===== src/sv/dre_pkg.sv =====
`default_nettype none

package dre_pkg;

  // defaults for the top level parameters
  localparam int MAX_RUN_DEF = 63;
  localparam int WIDTH_DEF   = 32;

  // field widths fixed by the interface
  localparam int WORD_W    = 32;
  localparam int PAYLOAD_W = 32;
  localparam int CODE_W    = 7;

  // input function codes
  localparam logic FUNC_ACCUM = 1'b0;
  localparam logic FUNC_FLUSH = 1'b1;

  // result kinds
  localparam logic KIND_CODE = 1'b0;
  localparam logic KIND_WORD = 1'b1;

  // mode register bits
  localparam int MODE_DIFF_BIT = 0;
  localparam int MODE_RLE_BIT  = 1;

  // register indexes (paddr word index)
  localparam logic REG_MODE = 1'b0;

  typedef enum logic [1:0] {
    RUN_NEUTRAL = 2'd0,
    RUN_LITERAL = 2'd1,
    RUN_REPEAT  = 2'd2
  } run_t;

  typedef struct packed {
    logic              func;
    logic [WORD_W-1:0] word;
  } in_item_t;

  typedef struct packed {
    logic                 kind;
    logic [PAYLOAD_W-1:0] payload;
    logic                 final_res;
  } out_item_t;

  typedef struct packed {
    logic busy;
    logic emitting;
  } status_t;

endpackage

`default_nettype wire


===== src/sv/dre_store.sv =====
`default_nettype none

module dre_store #(
  parameter int WIDTH = 32,
  parameter int DEPTH = 63
) (
  input  wire logic                     clk,
  input  wire logic                     we,
  input  wire logic [$clog2(DEPTH)-1:0] waddr,
  input  wire logic [WIDTH-1:0]         wdata,
  input  wire logic                     re,
  input  wire logic [$clog2(DEPTH)-1:0] raddr,
  output      logic [WIDTH-1:0]         rdata
);

  logic [WIDTH-1:0] mem [DEPTH];

  always_ff @(posedge clk) begin
    if (we) begin
      mem[waddr] <= wdata;
    end
  end

  always_ff @(posedge clk) begin
    if (re) begin
      rdata <= mem[raddr];
    end
  end

endmodule

`default_nettype wire


===== src/sv/dre_seq.sv =====
`default_nettype none

module dre_seq #(
  parameter int WIDTH   = 32,
  parameter int MAX_RUN = 63
) (
  input  wire logic                       clk,
  input  wire logic                       rst,
  input  wire logic [1:0]                 mode,
  input  wire dre_pkg::in_item_t          item,
  input  wire logic                       item_valid,
  output      logic                       item_ready,
  output      dre_pkg::out_item_t         result,
  output      logic                       result_valid,
  input  wire logic                       result_ready,
  output      logic                       mem_we,
  output      logic [$clog2(MAX_RUN)-1:0] mem_waddr,
  output      logic [WIDTH-1:0]           mem_wdata,
  output      logic                       mem_re,
  output      logic [$clog2(MAX_RUN)-1:0] mem_raddr,
  input  wire logic [WIDTH-1:0]           mem_rdata,
  output      dre_pkg::status_t           status
);

  import dre_pkg::*;

  localparam int AW = $clog2(MAX_RUN);
  localparam int CW = $clog2(MAX_RUN + 1);

  typedef enum logic [6:0] {
    S_IDLE  = 7'b0000001,
    S_LOOK  = 7'b0000010,
    S_RAWP  = 7'b0000100,
    S_CODE  = 7'b0001000,
    S_RWORD = 7'b0010000,
    S_LREAD = 7'b0100000,
    S_LPUT  = 7'b1000000
  } state_t;

  state_t           state, state_next;
  logic             func_q, func_q_next;
  logic [WIDTH-1:0] prev, prev_next;
  logic [WIDTH-1:0] v, v_next;
  run_t             run, run_next;
  logic [CW-1:0]    lit_cnt, lit_cnt_next;
  logic [CW-1:0]    rep_cnt, rep_cnt_next;
  logic [WIDTH-1:0] rep_word, rep_word_next;
  logic             em_rep, em_rep_next;
  logic [CW-1:0]    em_cnt, em_cnt_next;
  logic [WIDTH-1:0] em_word, em_word_next;
  logic [CW-1:0]    em_idx, em_idx_next;
  logic             wb_pend, wb_pend_next;
  logic             load;
  out_item_t        out_next;

  logic             slot_free;
  logic [CW-1:0]    lit_last;
  logic [CW-1:0]    em_last;
  logic [WIDTH-1:0] w_in;
  logic             rep_hit;
  logic             last_hit;

  assign slot_free  = !result_valid || result_ready;
  assign lit_last   = lit_cnt - CW'(1);
  assign em_last    = em_cnt - CW'(1);
  assign w_in       = WIDTH'(item.word);
  assign rep_hit    = (v == rep_word) && (rep_cnt < CW'(MAX_RUN));
  assign last_hit   = (mem_rdata == v);
  assign item_ready = (state == S_IDLE);

  assign status.busy     = (state != S_IDLE);
  assign status.emitting = (state == S_RAWP) || (state == S_CODE) || (state == S_RWORD) ||
                           (state == S_LREAD) || (state == S_LPUT);

  always_comb begin
    state_next    = state;
    func_q_next   = func_q;
    prev_next     = prev;
    v_next        = v;
    run_next      = run;
    lit_cnt_next  = lit_cnt;
    rep_cnt_next  = rep_cnt;
    rep_word_next = rep_word;
    em_rep_next   = em_rep;
    em_cnt_next   = em_cnt;
    em_word_next  = em_word;
    em_idx_next   = em_idx;
    wb_pend_next  = wb_pend;
    mem_we        = 1'b0;
    mem_waddr     = '0;
    mem_wdata     = v;
    mem_re        = 1'b0;
    mem_raddr     = lit_last[AW-1:0];
    load          = 1'b0;
    out_next      = '0;

    unique case (state)
      S_IDLE: begin
        if (item_valid) begin
          // fetch the last stored literal word for the compare
          mem_re      = 1'b1;
          func_q_next = item.func;
          v_next      = mode[MODE_DIFF_BIT] ? (w_in - prev) : w_in;
          prev_next   = (item.func == FUNC_FLUSH) ? '0 : w_in;
          state_next  = S_LOOK;
        end
      end

      S_LOOK: begin
        state_next = S_IDLE;
        if (func_q == FUNC_FLUSH) begin
          run_next     = RUN_NEUTRAL;
          lit_cnt_next = '0;
          rep_cnt_next = '0;
          if (run == RUN_REPEAT) begin
            em_rep_next  = 1'b1;
            em_cnt_next  = rep_cnt;
            em_word_next = rep_word;
            state_next   = S_CODE;
          end else if (lit_cnt != '0) begin
            em_rep_next = 1'b0;
            em_cnt_next = lit_cnt;
            state_next  = S_CODE;
          end
        end else if (!mode[MODE_RLE_BIT]) begin
          state_next = S_RAWP;
        end else begin
          unique case (run)
            RUN_REPEAT: begin
              if (rep_hit) begin
                rep_cnt_next = rep_cnt + CW'(1);
              end else begin
                em_rep_next  = 1'b1;
                em_cnt_next  = rep_cnt;
                em_word_next = rep_word;
                state_next   = S_CODE;
                run_next     = RUN_NEUTRAL;
                rep_cnt_next = '0;
                mem_we       = 1'b1;
                mem_waddr    = '0;
                lit_cnt_next = CW'(1);
              end
            end
            RUN_LITERAL: begin
              if (last_hit) begin
                // last literal word moves into a new repeated run
                em_rep_next   = 1'b0;
                em_cnt_next   = lit_last;
                state_next    = S_CODE;
                run_next      = RUN_REPEAT;
                lit_cnt_next  = '0;
                rep_word_next = v;
                rep_cnt_next  = CW'(2);
              end else if (lit_cnt >= CW'(MAX_RUN)) begin
                // entry 0 is rewritten once the run has been read out
                em_rep_next  = 1'b0;
                em_cnt_next  = lit_cnt;
                wb_pend_next = 1'b1;
                state_next   = S_CODE;
                run_next     = RUN_NEUTRAL;
                lit_cnt_next = CW'(1);
              end else begin
                mem_we       = 1'b1;
                mem_waddr    = lit_cnt[AW-1:0];
                lit_cnt_next = lit_cnt + CW'(1);
              end
            end
            default: begin
              if (lit_cnt == '0) begin
                mem_we       = 1'b1;
                mem_waddr    = '0;
                lit_cnt_next = CW'(1);
              end else if (last_hit) begin
                run_next      = RUN_REPEAT;
                lit_cnt_next  = '0;
                rep_word_next = v;
                rep_cnt_next  = CW'(2);
              end else begin
                mem_we       = 1'b1;
                mem_waddr    = AW'(1);
                lit_cnt_next = CW'(2);
                run_next     = RUN_LITERAL;
              end
            end
          endcase
        end
      end

      S_RAWP: begin
        if (slot_free) begin
          load               = 1'b1;
          out_next.kind      = KIND_WORD;
          out_next.payload   = PAYLOAD_W'(v);
          out_next.final_res = 1'b1;
          state_next         = S_IDLE;
        end
      end

      S_CODE: begin
        if (slot_free) begin
          load               = 1'b1;
          out_next.kind      = KIND_CODE;
          out_next.payload   = PAYLOAD_W'({em_rep, CODE_W'(em_cnt)});
          out_next.final_res = 1'b0;
          em_idx_next        = '0;
          state_next         = em_rep ? S_RWORD : S_LREAD;
        end
      end

      S_RWORD: begin
        if (slot_free) begin
          load               = 1'b1;
          out_next.kind      = KIND_WORD;
          out_next.payload   = PAYLOAD_W'(em_word);
          out_next.final_res = 1'b1;
          state_next         = S_IDLE;
        end
      end

      S_LREAD: begin
        mem_re     = 1'b1;
        mem_raddr  = em_idx[AW-1:0];
        state_next = S_LPUT;
      end

      S_LPUT: begin
        if (slot_free) begin
          load               = 1'b1;
          out_next.kind      = KIND_WORD;
          out_next.payload   = PAYLOAD_W'(mem_rdata);
          out_next.final_res = (em_idx == em_last);
          if (em_idx == em_last) begin
            state_next = S_IDLE;
            if (wb_pend) begin
              mem_we       = 1'b1;
              mem_waddr    = '0;
              wb_pend_next = 1'b0;
            end
          end else begin
            em_idx_next = em_idx + CW'(1);
            state_next  = S_LREAD;
          end
        end
      end

      default: begin
        state_next = S_IDLE;
      end
    endcase
  end

  always_ff @(posedge clk) begin
    if (rst) begin
      state        <= S_IDLE;
      prev         <= '0;
      run          <= RUN_NEUTRAL;
      lit_cnt      <= '0;
      rep_cnt      <= '0;
      rep_word     <= '0;
      wb_pend      <= 1'b0;
      result_valid <= 1'b0;
    end else begin
      state    <= state_next;
      prev     <= prev_next;
      run      <= run_next;
      lit_cnt  <= lit_cnt_next;
      rep_cnt  <= rep_cnt_next;
      rep_word <= rep_word_next;
      wb_pend  <= wb_pend_next;
      if (load) begin
        result_valid <= 1'b1;
      end else if (result_ready) begin
        result_valid <= 1'b0;
      end
    end
  end

  always_ff @(posedge clk) begin
    func_q  <= func_q_next;
    v       <= v_next;
    em_rep  <= em_rep_next;
    em_cnt  <= em_cnt_next;
    em_word <= em_word_next;
    em_idx  <= em_idx_next;
    if (load) begin
      result <= out_next;
    end
  end

endmodule

`default_nettype wire


===== src/sv/delta_rle_word_encoder.sv =====
// Delta / run-length word encoder. An item is accepted while the last pending
// literal word is fetched from the literal store; the next cycle compares and
// writes back. Without run-length coding, a raw or differenced word then loads
// the output register. A run emission adds the code byte, then the repeated
// word, or for each literal word a store read followed by an output register
// load. Emission stalls while the output register is full and the receiver
// holds off its result. The next item is accepted once the last result of the
// current one sits in the output register. The literal store needs no clearing
// after reset.
// Write the mode register only while the block is idle.
`default_nettype none

module delta_rle_word_encoder #(
  parameter int MAX_RUN = dre_pkg::MAX_RUN_DEF,
  parameter int WIDTH   = dre_pkg::WIDTH_DEF
) (
  input  wire logic               clk,
  input  wire logic               rst,
  // input items
  input  wire dre_pkg::in_item_t  item,
  input  wire logic               item_valid,
  output      logic               item_ready,
  // result items
  output      dre_pkg::out_item_t result,
  output      logic               result_valid,
  input  wire logic               result_ready,
  // register port
  input  wire logic               psel,
  input  wire logic               penable,
  input  wire logic               pwrite,
  input  wire logic [2:0]         paddr,
  input  wire logic [31:0]        pwdata,
  output      logic [31:0]        prdata,
  output      logic               pready
);

  import dre_pkg::*;

  localparam int AW = $clog2(MAX_RUN);

  logic [1:0]       mode;
  logic             mem_we;
  logic [AW-1:0]    mem_waddr;
  logic [WIDTH-1:0] mem_wdata;
  logic             mem_re;
  logic [AW-1:0]    mem_raddr;
  logic [WIDTH-1:0] mem_rdata;
  status_t          status;

  // register port: zero wait states, one register at word index zero
  assign pready = 1'b1;
  assign prdata = (paddr[2] == REG_MODE) ? 32'(mode) : '0;

  always_ff @(posedge clk) begin
    if (rst) begin
      mode <= '0;
    end else if (psel && penable && pwrite && pready && (paddr[2] == REG_MODE)) begin
      mode <= pwdata[1:0];
    end
  end

  // sequencer: run-state tracking, compare, write back and result emission
  dre_seq #(
    .WIDTH   (WIDTH),
    .MAX_RUN (MAX_RUN)
  ) u_seq (
    .clk          (clk),
    .rst          (rst),
    .mode         (mode),
    .item         (item),
    .item_valid   (item_valid),
    .item_ready   (item_ready),
    .result       (result),
    .result_valid (result_valid),
    .result_ready (result_ready),
    .mem_we       (mem_we),
    .mem_waddr    (mem_waddr),
    .mem_wdata    (mem_wdata),
    .mem_re       (mem_re),
    .mem_raddr    (mem_raddr),
    .mem_rdata    (mem_rdata),
    .status       (status)
  );

  // literal run store, one read and one write port, registered read
  dre_store #(
    .WIDTH (WIDTH),
    .DEPTH (MAX_RUN)
  ) u_store (
    .clk   (clk),
    .we    (mem_we),
    .waddr (mem_waddr),
    .wdata (mem_wdata),
    .re    (mem_re),
    .raddr (mem_raddr),
    .rdata (mem_rdata)
  );

  // one item at a time: the input is not ready in the cycle after an item is accepted
  a_one_item: assert property (@(posedge clk) disable iff (rst)
    item_valid && item_ready |=> !item_ready)
    else $error("input accepted while previous item still in work");

  // no input is taken while results are being produced
  a_emit_busy: assert property (@(posedge clk) disable iff (rst)
    status.emitting |-> !item_ready && status.busy)
    else $error("input ready during result emission");

  // a non-final result leaves the sequencer still busy with its item
  a_not_final: assert property (@(posedge clk) disable iff (rst)
    result_valid && result_ready && !result.final_res |-> status.busy)
    else $error("item ended without a final result");

endmodule

`default_nettype wire


===== config.mk =====
export PLATFORM = sky130hd
export DESIGN_NAME = delta_rle_word_encoder
export DESIGN_NICKNAME = d
export VERILOG_FILES = /design/src/sv/dre_pkg.sv /design/src/sv/dre_store.sv /design/src/sv/dre_seq.sv /design/src/sv/delta_rle_word_encoder.sv
export SDC_FILE = /design/constraint.sdc
export NUM_CORES = 2
export LEC_CHECK = 0
export ABC_AREA = 0
export ABC_CLOCK_PERIOD_IN_PS = 10230
export BUFFER_PORTS_ARGS = -buffer_cell sky130_fd_sc_hd__buf_2
export CAP_MARGIN = 20
export CORE_UTILIZATION = 35
export DETAILED_ROUTE_END_ITERATION = 6
export HOLD_SLACK_MARGIN = 0.05
export PLACE_DENSITY_LB_ADDON = 0.2
export SLEW_MARGIN = 40
export SYNTH_ARGS = -nofsm -noshare
export SYNTH_HDL_FRONTEND = slang
export SYNTH_HIERARCHICAL = 1
export SYNTH_SLANG_ARGS = --single-unit

===== constraint.sdc =====
create_clock -name clk -period 10.23 [get_ports clk]
set_input_delay 1.5345 -clock clk [delete_from_list [all_inputs] [get_ports clk]]
set_output_delay 1.5345 -clock clk [all_outputs]
set_load 0.02 [all_outputs]

Yosys cells after proc, flatten, opt, wreduce, memory -nomap -nowiden
Memory sizes are Yosys's and may differ from the RTL's. A register that Yosys moved wholly into a read port is not among the register bits.
Cells that the tools add are included.
- $add $sub $neg: 6
- order comparisons: 2
- eq/ne operators: 29
- muxes and demuxes: 110
- bitwise gates (word level): 3
- reduce and logical (&&, ||, !) cells: 25
- operators by type and width (kind ; count):
    $mux W32 ; 9
    $mux W6 ; 30
    $pmux W34 S4 ; 1
    $mux W34 ; 3
    $eq A32 B32 Y1 ; 2
    $pmux W32 S2 ; 1
    $pmux W6 S2 ; 5
    $mux W7 ; 8
    $pmux W7 S6 ; 1
    $mux W1 ; 32
    $sub A32 B32 Y32 ; 1
    $add A6 B1 Y6 const B ; 3
    $mux W2 ; 9
    $ne A2 B2 Y1 const B ; 7
    $pmux W7 S2 ; 1
    $mux W4 ; 3
    $ne A2 B1 Y1 const B ; 6
    $reduce_and A4 Y1 ; 3
    $sub A6 B1 Y6 const B ; 2
    $pmux W1 S2 ; 5
    $reduce_and A5 Y1 ; 2
    $mux W9 ; 1
    $reduce_and A8 Y1 ; 1
    $reduce_bool A2 Y1 ; 4
    29 further kinds ; 35
- register bits: 201
- memory bits (writable): 2016
- bits of input ports: 75
- output and inout port bits: 69
- memories: 1
- memory list (memory ; depth ; bits a word ; read ports ; clocked after memory_dff ; write ports ; RTL line ; source):
    u_store.mem ; 63 ; 32 ; 1 ; 1 ; 1 ; dre_store.sv:16 ; logic [WIDTH-1:0] mem [DEPTH];

Depth between registers and ports, before layout
- word-level depth: 9
- depth in mapped cells: 16
- depth with buffers taken out: 12

Hierarchy
Netlist, hierarchy kept.
- by module, submodules not included (module ; instances ; cells each ; area each (sq um)):
    dre_store ; 1 ; 3680 ; 78755.5
    dre_seq ; 1 ; 1197 ; 11227.0
    delta_rle_word_encoder ; 1 ; 44 ; 352.8

Least setup slack after synthesis
Ideal clock, no wire load.
- kind: register to register
- start point: reg u_seq.v[1] (netlist: u_seq/mem_wdata[1])
- end point: mem u_store.mem[34][0], enable pin
- data arrival time: 5268 ps
- data required time: 9769 ps
- slack: 4501 ps
- cell stages (with the launch flop): 12
- buffers on the path: 2
- period minus slack after synthesis: 5729 ps
- path through: edfxtp_1 -> xor2_1 -> nor4_1 -> nand4_1 -> nor2_2 -> buf_2 -> nor3_1 -> and2_1 -> clkbuf_1 -> nor4bb_1 -> nand2_1 -> nor3_1
- elaborated cells on any way between the ends: 20
- those cells by class: eq/ne (2); mux (17); reduce/logical (1)
- RTL lines (item ; RTL line ; source):
    from (decl) ; dre_seq.sv:43 ; logic [WIDTH-1:0] v, v_next;
    from (signal assigned) ; dre_seq.sv:280 ; v <= v_next;
    $eq A32 B32 Y1 ; dre_seq.sv:68 ; assign last_hit = (mem_rdata == v);
    $mux W6 ; dre_seq.sv:145 ; if (last_hit) begin
    $pmux W6 S2 ; dre_seq.sv:128 ; unique case (run)
    $mux W6 ; dre_seq.sv:125 ; end else if (!mode[MODE_RLE_BIT]) begin
    $mux W6 ; dre_seq.sv:111 ; if (func_q == FUNC_FLUSH) begin
    $mux W6 ; - ;
    net mem_waddr[4] ; delta_rle_word_encoder.sv:43 ; logic [AW-1:0] mem_waddr;
    to (decl) ; dre_store.sv:16 ;
The timed path passes the listed nets, and every way through them passes these cells.

Final worst setup path
- start point: reg u_seq.state[2]
- end point: reg u_store.rdata[15] (read register of u_store.mem), data pin
- word-level cells in the longest chain between the ends: 2
- elaborated cells on any way between the ends: 4
- those cells by class: eq/ne (2); mux (2)
- RTL lines (item ; RTL line ; source):
    from (decl) ; dre_seq.sv:40 ; state_t state, state_next;
    from (signal assigned) ; dre_seq.sv:263 ; state <= state_next;
    $eq A7 B6 Y1 ; - ;
    $mux W6 ; dre_seq.sv:97 ; unique case (state)
    net mem_raddr[1] ; delta_rle_word_encoder.sv:46 ; logic [AW-1:0] mem_raddr;
    to (decl) ; dre_store.sv:13 ; output logic [WIDTH-1:0] rdata
The timed path passes the listed nets, and every way through them passes these cells.
A chain may end at the register's enable or synchronous reset.

==> impl_metrics.py <==
metrics = {
    "logic_synthesis": {
        "postSynthCellCount": 4920,
        "syn_area_um2": 90300,
        "avgSynthCellArea_um2": 18.4,
        "synth-warning-count": 6,
    },
    "placed_design": {
        "gp_congestion": 0.837,
        "place.port_buffers": 80,
        "worst_setup_slack_before_clock_tree_synthesis_ns": 4.26,
        "post-dp-hpwl_um": 150000,
    },
    "floorplanning": {
        "num_rows": 186,
        "die_width_um": 510,
        "initial_core_util_pct": 35.2,
        "die_area_um2": 260000,
        "io_pins": 144,
        "floorplan.core_area_um2": 257000,
        "overall_die_height_um": 510,
    },
    "clock_tree": {
        "clk_transition_reported_paths_ns": 0.06,
        "post-cts-setup-buffer-count": 0,
        "number_of_buffers_created_by_cts": 225,
        "cts_htree_levels": 4,
        "cts_root_buffer": "sky130_fd_sc_hd__clkbuf_16",
        "worst_skew_pair.late_latency_ns": 0.88,
        "cts_tree": "built",
        "post_cts.resized_instances": 0,
        "clkSinkCount": 2249,
        "cts.hold.buffers_added": 0,
        "cts.path.max_buffers": 3,
    },
    "setup_path": {
        "setup_slack_of_the_worst_register_to_register_path_ns": 4.37,
        "capture_instance_of_the_worst_register_to_register_path": "u_store/rdata[15]$_DFFE_PP_",
        "crit_path_max_fanout": 30,
        "critical_path.endpoint_type": "flip-flop",
        "criticalPathCategory": "reg -> reg",
        "timing.critical_path.from_type": "flip-flop",
        "crit_path_cell_trace": "nor4_4, nand4bb_1, a21oi_4, buf_4, buf_4, mux4_2, mux2i_1, nor2_1, o32ai_2, nor2_1",
        "worst_r2r_startpoint": "u_seq/state[2]$_SDFFE_PP0P_",
        "critical_path.slowest_cell": "sky130_fd_sc_hd__a21oi_4",
        "cp.arrival_ns": 6.46,
        "slowest_delay_ns": 0.81,
        "r2r_cells": 10,
        "critPathRequiredTime_ns": 10.83,
        "cp-startpoint": "u_seq/state[2]$_SDFFE_PP0P_",
    },
    "status": {
        "status": "finished, violations left",
        "failed_checks": "DRC",
    },
    "grt": {
        "grt_pass1_wl_um": 370000,
        "grt_pass1_vias": 47200,
        "grt_util_all_layers_pct": 20.3,
        "grt-ovfl-total": 0,
        "antenna_violations_before_repair": 14,
        "grt_start_max_net_pins": 98,
    },
    "flow_run": {
        "max_cap_violations": 0,
    },
    "pwr": {
        "cellLeakagePower_nw": 34.0,
        "worst_case_vdd_ir_drop_mv": 0.155,
        "cellPowerDensity_nw_per_um2": 185,
    },
    "sta": {
        "timing_max_transition_violations_final": 0,
        "clock.fmax_mhz": 171,
        "setup-tns-final_ns": 0,
        "postLayoutSetupSlackWorst_ns": 4.37,
        "tightestPinTransition_ns": 0.938,
        "setup_viol": 0,
        "headroom_to_the_max_slew_limit_pct": 37.5,
        "final_hold_viol_count": 0,
        "setup_repair_after_global_routing_missed_its_margin": "no",
        "hold_ws_ns": 0.469,
        "min_period_over_period_pct": 57.3,
        "finalWorstPathRequiredPeriod_ns": 5.86,
        "skew_ns": 0.0448,
    },
    "hold_path": {
        "whs_endpoint": "u_seq/em_word[26]$_DFFE_PP_",
        "worst_hold_path.num_cells": 0,
        "hp-start": "u_seq/rep_word[26]$_SDFFE_PP0P_",
        "worst_min_delay_path_class": "reg -> reg",
    },
    "routing": {
        "ant_nets": 0,
        "drt_wl_total_um": 266000,
        "drt-wirelength-per-cell_um": 30.4,
        "drtIter0Drc": 5331,
        "route.vias.total": 48400,
        "route.detailed.vias_per_inst": 5.53,
        "drc_errors": 1,
        "iteration_count_of_the_initial_detailed_routing_pass": 7,
    },
    "final_layout": {
        "finalNetCount": 5281,
        "layout_overhead_on_the_synthesized_area_pct": 14.5,
        "drive_gt1_share_pct": 22.9,
    },
}
## flip-flops by register name, indices dropped and copies added, names as in the netlist
register,count
u_seq/func_q,1
u_seq/result_valid,1
u_seq/em_idx,6
u_seq/wb_pend,1
u_seq/em_cnt,6
u_seq/rep_word,32
mode,2
u_store/rdata,32
u_seq/prev,32
u_seq/em_rep,1
u_seq/lit_cnt,6
u_seq/rep_cnt,6
u_store/mem,2016
u_seq/result,34
u_seq/mem_wdata,32
u_seq/em_word,32
u_seq/run,2
u_seq/state,7
## report_power, final
group | internal [mW] | switching (mW) | total [mW]
combinational | 0.200 | 0.562 | 0.762
sequential | 10.2 | 0.0395 | 10.2
clock | 4.62 | 3.51 | 8.13
total | 15.0 | 4.12 | 19.1
## metrics by stage
| stage | instance area [um^2] | power (mW) | std cells | util, % |
|---|---|---|---|---|
| 2_1_floorplan | 90400 | 10.8 | 4949 | - |
| 3_3_place_gp | 95500 | 11.2 | 8295 | 37.2 |
| 3_5_place_dp | 95900 | 11.2 | 8316 | 37.4 |
| 4_1_cts | 103000 | 19.3 | 8737 | 40.2 |
| 5_1_grt | 103000 | 19.7 | 8746 | 40.3 |
| 6_report | 103000 | 19.1 | 8757 | 40.3 |
## how the worst max path moves through the flow
stage | end | slack [ns]
after global placement | u_store/mem[34][18]$_DFFE_PP_ | 4.14
after CTS | u_store/rdata[15]$_DFFE_PP_ | 4.25
after detailed placement | u_store/rdata[15]$_DFFE_PP_ | 4.26
after global routing | u_store/rdata[15]$_DFFE_PP_ | 4.18
final | u_store/rdata[15]$_DFFE_PP_ | 4.37
after floorplan | u_store/mem[34][0]$_DFFE_PP_ | 4.50
## area by class of cell
cell class / instances / area, um^2
antenna: 12 / 30.0
clock buffer: 288 / 6130
clock inverter: 133 / 1120
fill: 23000 / 153000
inverter: 91 / 354
multi-input combinational: 2312 / 22500
sequential: 2249 / 66600
tap: 3384 / 4230
timing repair buffer: 288 / 2360
## critical path: cells and delay by family, from the launching register on
| kind | cells | cell delay (ns) |
|---|---|---|
| DFF | 1 | 0.43 |
| and+or+nand+nor | 4 | 1.34 |
| buffers and inverters | 2 | 1.15 |
| AOI/OAI and AO/OA | 2 | 1.54 |
| muxes | 2 | 1.03 |
## metal layers
| layer | global-route usage (%) | wire, um |
|---|---|---|
| met5 | 0 | 14 |
| met4 | 5.70 | 6970 |
| met3 | 2.60 | 16000 |
| met2 | 32.3 | 126000 |
| met1 | 29.0 | 117000 |
## placed cells by master, fill, tap and decap left out, types with 27 or more instances in the layout
| cell type | instances |
|---|---|
| sky130_fd_sc_hd__o22ai_1 | 41 |
| sky130_fd_sc_hd__buf_4 | 146 |
| sky130_fd_sc_hd__clkbuf_16 | 231 |
| sky130_fd_sc_hd__mux4_2 | 430 |
| sky130_fd_sc_hd__dfxtp_1 | 89 |
| sky130_fd_sc_hd__nor2_1 | 144 |
| sky130_fd_sc_hd__clkinv_2 | 40 |
| sky130_fd_sc_hd__ha_1 | 38 |
| sky130_fd_sc_hd__clkinv_1 | 63 |
| sky130_fd_sc_hd__nor3b_1 | 30 |
| sky130_fd_sc_hd__nand2_1 | 357 |
| sky130_fd_sc_hd__a222oi_1 | 27 |
| sky130_fd_sc_hd__o21ai_0 | 65 |
| sky130_fd_sc_hd__edfxtp_1 | 2160 |
| sky130_fd_sc_hd__xor2_1 | 40 |
| sky130_fd_sc_hd__clkbuf_1 | 43 |
| sky130_fd_sc_hd__xnor2_1 | 63 |
| sky130_fd_sc_hd__buf_2 | 91 |
| sky130_fd_sc_hd__inv_1 | 87 |
| sky130_fd_sc_hd__mux2_2 | 61 |
| sky130_fd_sc_hd__conb_1 | 31 |
| sky130_fd_sc_hd__a21oi_1 | 167 |
| sky130_fd_sc_hd__nand3_1 | 84 |
| sky130_fd_sc_hd__a22oi_1 | 40 |
| sky130_fd_sc_hd__mux2i_1 | 199 |
| sky130_fd_sc_hd__nor2_4 | 62 |
| sky130_fd_sc_hd__nor3_1 | 32 |
(Power assumes the default switching activity.)
